File: config.mk
export PLATFORM = sky130hd
export DESIGN_NAME = averaged_temperature_reporter
export DESIGN_NICKNAME = d
export VERILOG_FILES = /design/src/atr_pkg.sv /design/src/averaged_temperature_reporter.sv /design/src/atr_ctrl.sv /design/src/atr_dp.sv
export SDC_FILE = /design/constraint.sdc
export NUM_CORES = 1
export LEC_CHECK = 0
export BUFFER_PORTS_ARGS = -buffer_cell sky130_fd_sc_hd__buf_2
export CAP_MARGIN = 20
export CORE_MARGIN = 3
export CORE_UTILIZATION = 25
export DETAILED_ROUTE_END_ITERATION = 7
export HOLD_SLACK_MARGIN = 0.12
export SYNTH_ARGS = -nofsm -noshare
export SYNTH_HDL_FRONTEND = slang
export SYNTH_SLANG_ARGS = --single-unit
export TNS_END_PERCENT = 5
File: constraint.sdc
create_clock -name clk -period 6.31 [get_ports clk]
set_input_delay 0.9465 -clock clk [delete_from_list [all_inputs] [get_ports clk]]
set_output_delay 0.9465 -clock clk [all_outputs]
set_load 0.01 [all_outputs]
File: src/atr_pkg.sv
// shared types and constants for the averaged temperature reporter
`default_nettype none
package atr_pkg;

  localparam int SAMPLE_W = 12;
  localparam int WIN_W    = 4;
  localparam int DEG_W    = 10;

  localparam logic [WIN_W-1:0] WINDOW_RESET = 4'd3;

  // q16 conversion constants: t = OFFSET - avg * SLOPE
  localparam logic [15:0] SLOPE_Q16  = 16'd45178;
  localparam logic [26:0] OFFSET_Q16 = 27'd104493200;
  localparam logic [DEG_W-1:0] TEMP_MAX = 10'd999;

  // x / 10 == (x * 205) >> 11 for x below 1024
  localparam logic [7:0] DIV10_MUL = 8'd205;

  localparam logic [7:0] MARK_BYTE  = 8'h59;
  localparam logic [7:0] DIGIT_BASE = 8'h30;

  localparam int NUM_DIGITS = 3;

  typedef enum logic [2:0] {
    ST_IDLE,
    ST_DIVIDE,
    ST_MULTIPLY,
    ST_CONVERT,
    ST_DIGITS,
    ST_EMIT
  } atr_state_t;

  typedef struct packed {
    logic       accept;
    logic       div_step;
    logic       mul;
    logic       conv;
    logic       dig_step;
    logic [1:0] emit_idx;
  } atr_cmd_t;

  typedef struct packed {
    logic       report;
    logic [1:0] num_digits;
  } atr_status_t;

endpackage
`default_nettype wire

File: src/averaged_temperature_reporter.sv
// top level: averaging temperature reporter with stream ports and config port
// a sample that does not complete a window is added to the sum; s_tready stays high
// the sample that completes a window starts a report: SUM_W divide steps (15 at the
// default window limit), one multiply, one convert and three digit steps, then 2 to 4
// output bytes at one per cycle while m_tready is high; no sample is taken meanwhile
// synchronous reset clears the sum and count, sets window_length to 3, returns to idle
`default_nettype none
module averaged_temperature_reporter #(
  parameter int MAX_WINDOW = 8
) (
  input  wire         clk,
  input  wire         rst,
  input  wire         s_tvalid,
  output logic        s_tready,
  input  wire  [15:0] s_tdata,   // [11:0] sample, [15:12] zero
  output logic        m_tvalid,
  input  wire         m_tready,
  output logic [7:0]  m_tdata,   // [7:0] out_byte
  output logic        m_tlast,
  input  wire         psel,
  input  wire         penable,
  input  wire         pwrite,
  input  wire  [2:0]  paddr,
  input  wire  [31:0] pwdata,
  output logic [31:0] prdata,
  output logic        pready
);
  import atr_pkg::*;

  localparam int EFF_MAX = (MAX_WINDOW < 15) ? MAX_WINDOW : 15;
  localparam int SUM_W   = SAMPLE_W + $clog2(EFF_MAX);

  logic [WIN_W-1:0] window_length;
  atr_cmd_t         cmd;
  atr_status_t      status;

  assign pready = 1'b1;

  always_ff @(posedge clk) begin
    if (rst) begin
      window_length <= WINDOW_RESET;
    end else if (psel && penable && pwrite && pready && !paddr[2]) begin
      window_length <= pwdata[WIN_W-1:0];
    end
  end

  assign prdata = paddr[2] ? 32'd0 : {28'd0, window_length};

  atr_ctrl #(
    .SUM_W(SUM_W)
  ) u_ctrl (
    .clk      (clk),
    .rst      (rst),
    .s_tvalid (s_tvalid),
    .s_tready (s_tready),
    .m_tvalid (m_tvalid),
    .m_tready (m_tready),
    .status   (status),
    .cmd      (cmd)
  );

  atr_dp #(
    .MAX_WINDOW(MAX_WINDOW),
    .SUM_W     (SUM_W)
  ) u_dp (
    .clk           (clk),
    .rst           (rst),
    .sample        (s_tdata[SAMPLE_W-1:0]),
    .window_length (window_length),
    .cmd           (cmd),
    .status        (status),
    .out_byte      (m_tdata),
    .last          (m_tlast)
  );

endmodule
`default_nettype wire

File: src/atr_ctrl.sv
// controller state machine: sequences divide, multiply, convert, digit split and byte output
`default_nettype none
module atr_ctrl #(
  parameter int SUM_W = 15
) (
  input  wire                 clk,
  input  wire                 rst,
  input  wire                 s_tvalid,
  output logic                s_tready,
  output logic                m_tvalid,
  input  wire                 m_tready,
  input  atr_pkg::atr_status_t status,
  output atr_pkg::atr_cmd_t   cmd
);
  import atr_pkg::*;

  localparam int CNT_W = $clog2(SUM_W + 1);

  atr_state_t       state, state_next;
  logic [CNT_W-1:0] cnt, cnt_next;
  logic [1:0]       emit, emit_next;

  always_ff @(posedge clk) begin
    if (rst) begin
      state <= ST_IDLE;
      cnt   <= '0;
      emit  <= '0;
    end else begin
      state <= state_next;
      cnt   <= cnt_next;
      emit  <= emit_next;
    end
  end

  always_comb begin
    state_next   = state;
    cnt_next     = cnt;
    emit_next    = emit;
    s_tready     = 1'b0;
    m_tvalid     = 1'b0;
    cmd.accept   = 1'b0;
    cmd.div_step = 1'b0;
    cmd.mul      = 1'b0;
    cmd.conv     = 1'b0;
    cmd.dig_step = 1'b0;
    cmd.emit_idx = emit;
    case (state)
      ST_IDLE: begin
        s_tready   = 1'b1;
        cmd.accept = s_tvalid;
        if (s_tvalid && status.report) begin
          state_next = ST_DIVIDE;
          cnt_next   = '0;
        end
      end
      ST_DIVIDE: begin
        cmd.div_step = 1'b1;
        cnt_next     = cnt + 1'b1;
        if (cnt == CNT_W'(SUM_W - 1)) begin
          state_next = ST_MULTIPLY;
        end
      end
      ST_MULTIPLY: begin
        cmd.mul    = 1'b1;
        state_next = ST_CONVERT;
      end
      ST_CONVERT: begin
        cmd.conv   = 1'b1;
        cnt_next   = '0;
        state_next = ST_DIGITS;
      end
      ST_DIGITS: begin
        cmd.dig_step = 1'b1;
        cnt_next     = cnt + 1'b1;
        if (cnt == CNT_W'(NUM_DIGITS - 1)) begin
          state_next = ST_EMIT;
          emit_next  = '0;
        end
      end
      ST_EMIT: begin
        m_tvalid = 1'b1;
        if (m_tready) begin
          if (emit == status.num_digits) begin
            state_next = ST_IDLE;
          end else begin
            emit_next = emit + 1'b1;
          end
        end
      end
      default: begin
        state_next = ST_IDLE;
      end
    endcase
  end

endmodule
`default_nettype wire

File: src/atr_dp.sv
// datapath: accumulator, serial divider, q16 conversion, decimal digit split
`default_nettype none
module atr_dp #(
  parameter int MAX_WINDOW = 8,
  parameter int SUM_W      = 15
) (
  input  wire                                clk,
  input  wire                                rst,
  input  wire  [atr_pkg::SAMPLE_W-1:0]        sample,
  input  wire  [atr_pkg::WIN_W-1:0]           window_length,
  input  atr_pkg::atr_cmd_t                  cmd,
  output atr_pkg::atr_status_t               status,
  output logic [7:0]                         out_byte,
  output logic                               last
);
  import atr_pkg::*;

  localparam int EFF_MAX = (MAX_WINDOW < 15) ? MAX_WINDOW : 15;
  localparam int PROD_W  = SUM_W + 16;

  logic [SUM_W-1:0]  sum;
  logic [WIN_W-1:0]  fill;
  logic [SUM_W-1:0]  sum_add;
  logic [WIN_W-1:0]  fill_inc;
  logic [WIN_W-1:0]  weff;
  logic              report;

  logic [SUM_W-1:0]  quot;
  logic [WIN_W-1:0]  rem;
  logic [WIN_W-1:0]  divisor;
  logic [WIN_W:0]    rem_sh;

  logic [PROD_W-1:0] prod;
  logic [PROD_W-1:0] diff;
  logic [SUM_W-1:0]  deg_hi;
  logic [DEG_W-1:0]  deg_c;
  logic [1:0]        nd;

  logic [DEG_W-1:0]  work;
  logic [17:0]       prod10;
  logic [6:0]        q10;
  logic [DEG_W-1:0]  rem10;
  logic [3:0]        dig [NUM_DIGITS];
  logic [1:0]        sel;
  logic [3:0]        dsel;

  always_comb begin
    if (window_length == '0) begin
      weff = WIN_W'(1);
    end else if (window_length > WIN_W'(EFF_MAX)) begin
      weff = WIN_W'(EFF_MAX);
    end else begin
      weff = window_length;
    end
    sum_add  = sum + SUM_W'(sample);
    fill_inc = fill + 1'b1;
    report   = (fill_inc >= weff);
  end

  assign status.report     = report;
  assign status.num_digits = nd;

  always_ff @(posedge clk) begin
    if (rst) begin
      sum  <= '0;
      fill <= '0;
    end else if (cmd.accept) begin
      if (report) begin
        sum  <= '0;
        fill <= '0;
      end else begin
        sum  <= sum_add;
        fill <= fill_inc;
      end
    end
  end

  // restoring divide, one quotient bit per step
  assign rem_sh = {rem, quot[SUM_W-1]};

  always_ff @(posedge clk) begin
    if (cmd.accept && report) begin
      quot    <= sum_add;
      rem     <= '0;
      divisor <= weff;
    end else if (cmd.div_step) begin
      if (rem_sh >= {1'b0, divisor}) begin
        rem  <= WIN_W'(rem_sh - {1'b0, divisor});
        quot <= {quot[SUM_W-2:0], 1'b1};
      end else begin
        rem  <= rem_sh[WIN_W-1:0];
        quot <= {quot[SUM_W-2:0], 1'b0};
      end
    end
  end

  always_ff @(posedge clk) begin
    if (cmd.mul) begin
      prod <= PROD_W'(quot) * PROD_W'(SLOPE_Q16);
    end
  end

  // negative result clamps to zero, large result to the top value
  always_comb begin
    diff   = PROD_W'(OFFSET_Q16) - prod;
    deg_hi = diff[PROD_W-1:16];
    if (prod > PROD_W'(OFFSET_Q16)) begin
      deg_c = '0;
    end else if (deg_hi > SUM_W'(TEMP_MAX)) begin
      deg_c = TEMP_MAX;
    end else begin
      deg_c = deg_hi[DEG_W-1:0];
    end
  end

  always_comb begin
    prod10 = 18'(work) * 18'(DIV10_MUL);
    q10    = prod10[17:11];
    rem10  = work - {q10, 3'b000} - {2'b00, q10, 1'b0};
  end

  always_ff @(posedge clk) begin
    if (cmd.conv) begin
      work <= deg_c;
      if (deg_c >= DEG_W'(100)) begin
        nd <= 2'd3;
      end else if (deg_c >= DEG_W'(10)) begin
        nd <= 2'd2;
      end else begin
        nd <= 2'd1;
      end
    end else if (cmd.dig_step) begin
      // units come out first and end up in the lowest slot
      work   <= DEG_W'(q10);
      dig[2] <= rem10[3:0];
      dig[1] <= dig[2];
      dig[0] <= dig[1];
    end
  end

  always_comb begin
    sel = nd - cmd.emit_idx;
    case (sel)
      2'd0:    dsel = dig[0];
      2'd1:    dsel = dig[1];
      2'd2:    dsel = dig[2];
      default: dsel = dig[0];
    endcase
    if (cmd.emit_idx == 2'd0) begin
      out_byte = MARK_BYTE;
      last     = 1'b0;
    end else begin
      out_byte = DIGIT_BASE + {4'b0000, dsel};
      last     = (cmd.emit_idx == nd);
    end
  end

endmodule
`default_nettype wire

# After elaboration in Yosys (flattened, before gate mapping)
# Memories as Yosys holds them, arrays and structs flattened.
# Cells that the tools add are included.
[totals] latch_bits=0 memories=1 ram_bits=12 in_bits=58 elab_cells=104 mem_bits_ro=0 regBits=97
[memory_table] name="u_dp.dig" depth=3 word_bits=4 read_ports=3 rd_clocked_by_memory_dff=0 write_ports=3 line="atr_dp.sv:43" source="logic [3:0] dig [NUM_DIGITS];"
[classes] shift=0 eq_ne=16 n_mux=39 reduce_logical=17 n_bitwise=0 order_cmp=7 n_div=0 add_sub_neg=10 n_mul=2
[ops] cell="$mux 15" count=3
[ops] cell="$mux 10" count=4
[ops] cell="$gt 31x27->1 const B" count=1
[ops] cell="$sub 27x31->31 const A" count=1
[ops] cell="$mul 15x15->30 const B" count=1
[ops] cell="$mux 4" count=6
[ops] cell="$mul 10x8->18 const B" count=1
[ops] cell="$pmux 3 s6" count=1
[ops] cell="$add 15x12->15" count=1
[ops] cell="$gt 15x10->1 const B" count=1
[ops] cell="$mux 3" count=5
[ops] cell="$mux 1" count=12
[ops] cell="$pmux 4 s3" count=1
[ops] cell="$sub 4x4->4" count=3
[ops] cell="$ge 10x4->1 const B" count=1
[ops] cell="$ge 10x7->1 const B" count=1
[ops] cell="$add 4x1->4 const B" count=2
[ops] cell="$mux 2" count=4
[ops] cell="$mux 8" count=1
[ops] cell="$ne 2x1->1 const B" count=4
[ops] cell="$pmux 4 s2" count=1
[ops] cell="$add 6x4->7 const A" count=1
[ops] cell="$eq 3x2->1 const B" count=2
[ops] cell="$eq 3x3->1 const B" count=2
[ops] cell="other kinds (24)" count=31

# Depth between registers and ports, before layout
[logic_depth] word_depth=7 mapped_depth=20 mapped_depth_nobuf=20

# Hierarchy
# Synthesis repeated with hierarchy kept, for this count alone.
[unflattened] cells_unflattened=1189 area_unflattened_um2=11516.0
[modules_own_cells] module="atr_dp" instances=1 area_per_inst_um2=10505.1 cells_per_inst=1066 seq_area_each_um2=2652.5
[modules_own_cells] module="atr_ctrl" instances=1 area_per_inst_um2=569.3 cells_per_inst=70 seq_area_each_um2=180.2
[modules_own_cells] module="averaged_temperature_reporter" instances=1 area_per_inst_um2=441.7 cells_per_inst=53 seq_area_each_um2=80.1

# Worst setup path after synthesis
# Ideal clock, no wire load.
[synth_timing] kind="register to register" start="reg u_dp.quot[12]" end="reg u_dp.prod[26] (data pin)" arrival_time_ps=5194 path_buffers=0 synth_period_minus_slack_ps=5451 required_time_ps=6052 stages_incl_launch_ff=19 slack_ps=859 path_cell_list="edfxtp_1 inv_1 fa_1 fa_1 inv_1 ha_1 fa_1 inv_1 fa_1 fa_1 inv_1 ha_1 o211a_1 and4_1 a21oi_1 a21oi_1 a2111o_1 a21oi_2 xnor2_1"
[synth_between] elab_chain_cells=1
[synth_rtl] element="from (decl)" line="atr_dp.sv:28" source="logic [SUM_W-1:0] quot;"
[synth_rtl] element="from (signal assigned)" line="atr_dp.sv:83" source="quot <= sum_add;"
[synth_rtl] element="from (signal assigned)" line="atr_dp.sv:89" source="quot <= {quot[SUM_W-2:0], 1'b1};"
[synth_rtl] element="from (signal assigned)" line="atr_dp.sv:92" source="quot <= {quot[SUM_W-2:0], 1'b0};"
[synth_rtl] element="$mul 15x15->30" line="atr_dp.sv:99" source="prod <= PROD_W'(quot) * PROD_W'(SLOPE_Q16);"
[synth_rtl] element="to (signal assigned)" line="atr_dp.sv:99"
[synth_rtl] element="to (decl)" line="atr_dp.sv:33" source="logic [PROD_W-1:0] prod;"
# Every way passes these cells.
# A chain may end at the register's enable or synchronous reset.

# Final worst setup path
[layout_timing] start="reg u_dp.quot[10]" end="reg u_dp.prod[28] (data pin)"
# Same word-level chain as after synthesis.

==> out/results.tsv <==
metric	value	unit
most frequent cells after synthesis	203 x inv_1, 199 x ha_1, 90 x nand2_1	
FILL cells	4683	
Final Non-Filler Cells	1813	
Setup Crit Path Kind	reg -> reg	
Yosys warning count	0	
first-pass GRT wire length	38300	um
flop2flop setup slack	440	ps
WL/cell	12.6	um
DRT Pass-1 Iters	5	
layout cells sized above 1	6.88	%
Starting Density	25.6	%
largest net degree at the start of global routing	31	
Resize count post-CTS	0	
Worst setup startpoint	u_dp.quot[10]	
Worst R2R Path Depth	20	
CP Max Fanout	6	
top post-synthesis cells by area	ha_1 22%, edfxtp_1 19%, fa_1 15%, inv_1 6.7%, dfxtp_1 6.3%	
Max-Slew Margin vs Limit	41.4	%
dpl cells	1797	
Initial DRC Count	407	
Max-Cap Viols	0	
clock-pin transition on the worst setup and hold timing paths	80	ps
Core Footprint	44700	um2
critical path launch point type	register	
worst-margin pin slew	880	ps
die width	220	um
post-route antenna net violation count	0	
All-Layer GR Usage	9.69	%
final wirelength	22900	um
nets@finish	1557	
minimum clock period	5870	ps
GP Congestion	0.818	
Setup Buffers After CTS	0	
clk sinks	109	
area share of the largest cell type after synthesis	21.8	%
Pins Over Slew Limit	0	
worst path arrival time	5980	ps
Final Setup Violations	0	
RSZ-0062 raised after global routing	false	
CTS tree	yes	
hold_sp	u_dp.dig[0][4]	
Worst setup EP type	register	
highest clock rate	0.170	GHz
Distinct cells, synth	78	
vias after detailed routing	7934	
Bufs on Longest Clock Path	2	
flops & latches, synth	109	
Ports	102	
vias per inst	4.38	
Die H	220	um
grt ovf	0	
sequential cell area	2910	um2
worst skew pair latency	370	ps
ys flop type	edfxtp_1	
FP Rows	77	
Mapped Cells	1187	
Tcrit/Tclk final	93.0	%
Hold Path Class	reg -> reg	
Die Area	48300	um2
hold_buf cts	0	
Syn-to-layout area delta	9.31	%
post-route DRC violation count	0	
setup TNS	0	ps
syn_area_per_cell	9.63	um2
sequential fraction of the synthesis area	25.5	%
area of the multi-input gates	7560	um2
Post-synth EDFFs	73	
Root Buffer	clkbuf_16	
Worst Skew	10.5	ps
Hold Path End	u_dp.dig[0][0]	
reg-to-reg endpoint	u_dp.prod[28]	
Async SR Flop Fraction	0	%
most common cell in the synthesized netlist	inv_1	
outcome	finished, final reports clean	
# port buffers	36	
initial antenna violation count	0	
final hold vios	0	
synthesized area	11400	um2
diode count	0	
vias in the first global route	7948	
Post-DP HPWL	19300	um
H-tree depth	3	
Critical Path RT	6430	ps
Synth area leader	ha_1	
Num CTS Buffers	9	
WHS Path Cells	0	
r2r startpoint	u_dp.quot[10]	
## layout by cell type (no fill, tap or decap), types with 9 or more instances in the layout
cell type,synthesis,layout
a211oi_1,10,10
a21oi_1,60,60
a22oi_1,11,11
buf_2,2,36
clkbuf_16,0,9
conb_1,2,31
dfxtp_1,36,36
edfxtp_1,73,73
fa_1,84,84
ha_1,199,199
inv_1,203,203
nand2_1,90,90
nand2b_1,10,10
nand3_1,26,26
nor2_1,66,66
nor2b_1,12,12
nor3_1,16,16
o211ai_1,9,9
o21ai_0,40,40
or3_1,10,10
xnor2_1,40,40
xor2_1,18,18
## stage by stage
stage          util [%]  setup WS [ps]  hold slack, ps  cell area [um2]
2_1_floorplan         -            859             427            11500
3_3_place_gp       27.3            527             434            12200
3_5_place_dp       27.3            452             437            12200
4_1_cts            28.0            450             455            12500
5_1_grt            28.0            127             456            12500
6_report           28.0            444             453            12500
## routing by layer
metal	part of all wire, %	vias to the layer above	GRT usage (%)
met5	0	-	0
li1	-	4051	-
met1	49	3791	13.3
met4	0.73	0	1.61
met3	2.6	10	1.46
met2	48	82	16.4
## worst max-delay path by stage
stage	to	slack, ps	cells past startpoint
floorplan	u_dp.prod[26]	860	18
global placement	u_dp.prod[28]	530	20
detailed placement	u_dp.prod[28]	450	18
CTS	u_dp.prod[28]	450	20
global route	u_dp.prod[28]	130	20
finish	u_dp.prod[28]	440	20
## cells by family after synthesis
kind of cell | after synthesis | share of synthesized area, %
multiplexers | 8 | 0.700
XOR/XNOR | 58 | 4.44
AND/OR/NAND/NOR | 268 | 11.4
flip-flops | 109 | 25.5
other | 2 | 0.0657
buffers and inverters | 255 | 9.41
AO/OA/AOI/OAI | 204 | 12.0
adder cells (fa/ha/maj) | 283 | 36.5
## sequential cells by signal (all words and copies together) (netlist names)
| signal | count |
|---|---|
| u_dp.prod | 30 |
| u_dp.quot | 15 |
| u_dp.sum | 15 |
| u_dp.dig | 12 |
| u_dp.work | 10 |
| u_ctrl.cnt | 4 |
| u_dp.divisor | 4 |
| u_dp.fill | 4 |
| u_dp.rem | 4 |
| window_length | 4 |
| u_ctrl.state | 3 |
| u_ctrl.emit | 2 |
| u_dp.nd | 2 |
## worst max-delay path, stage by stage, from the launching register on
cell      delay (ps)
edfxtp_1         420
inv_1            260
fa_1             490
fa_1             540
inv_1             40
ha_1             280
inv_1             50
fa_1             480
inv_1             50
fa_1             520
inv_1             50
fa_1             520
inv_1             40
ha_1             380
o211a_1          200
and4_1           210
a21oi_1          170
a21oi_1          120
a211oi_1         430
a21oi_1          170
xor2_1           170
## final cells by class
cell class	count	area share (%)
tap	592	5.93
timing repair buffer	41	1.74
clock inverter	7	0.651
multi-input combinational	852	60.5
inverter	203	6.10
sequential	109	23.3
clock buffer	9	1.80
Power is left out: the tool's default activity adds up to more than one toggle a clock period on the data nets, which glitch-free logic cannot reach.
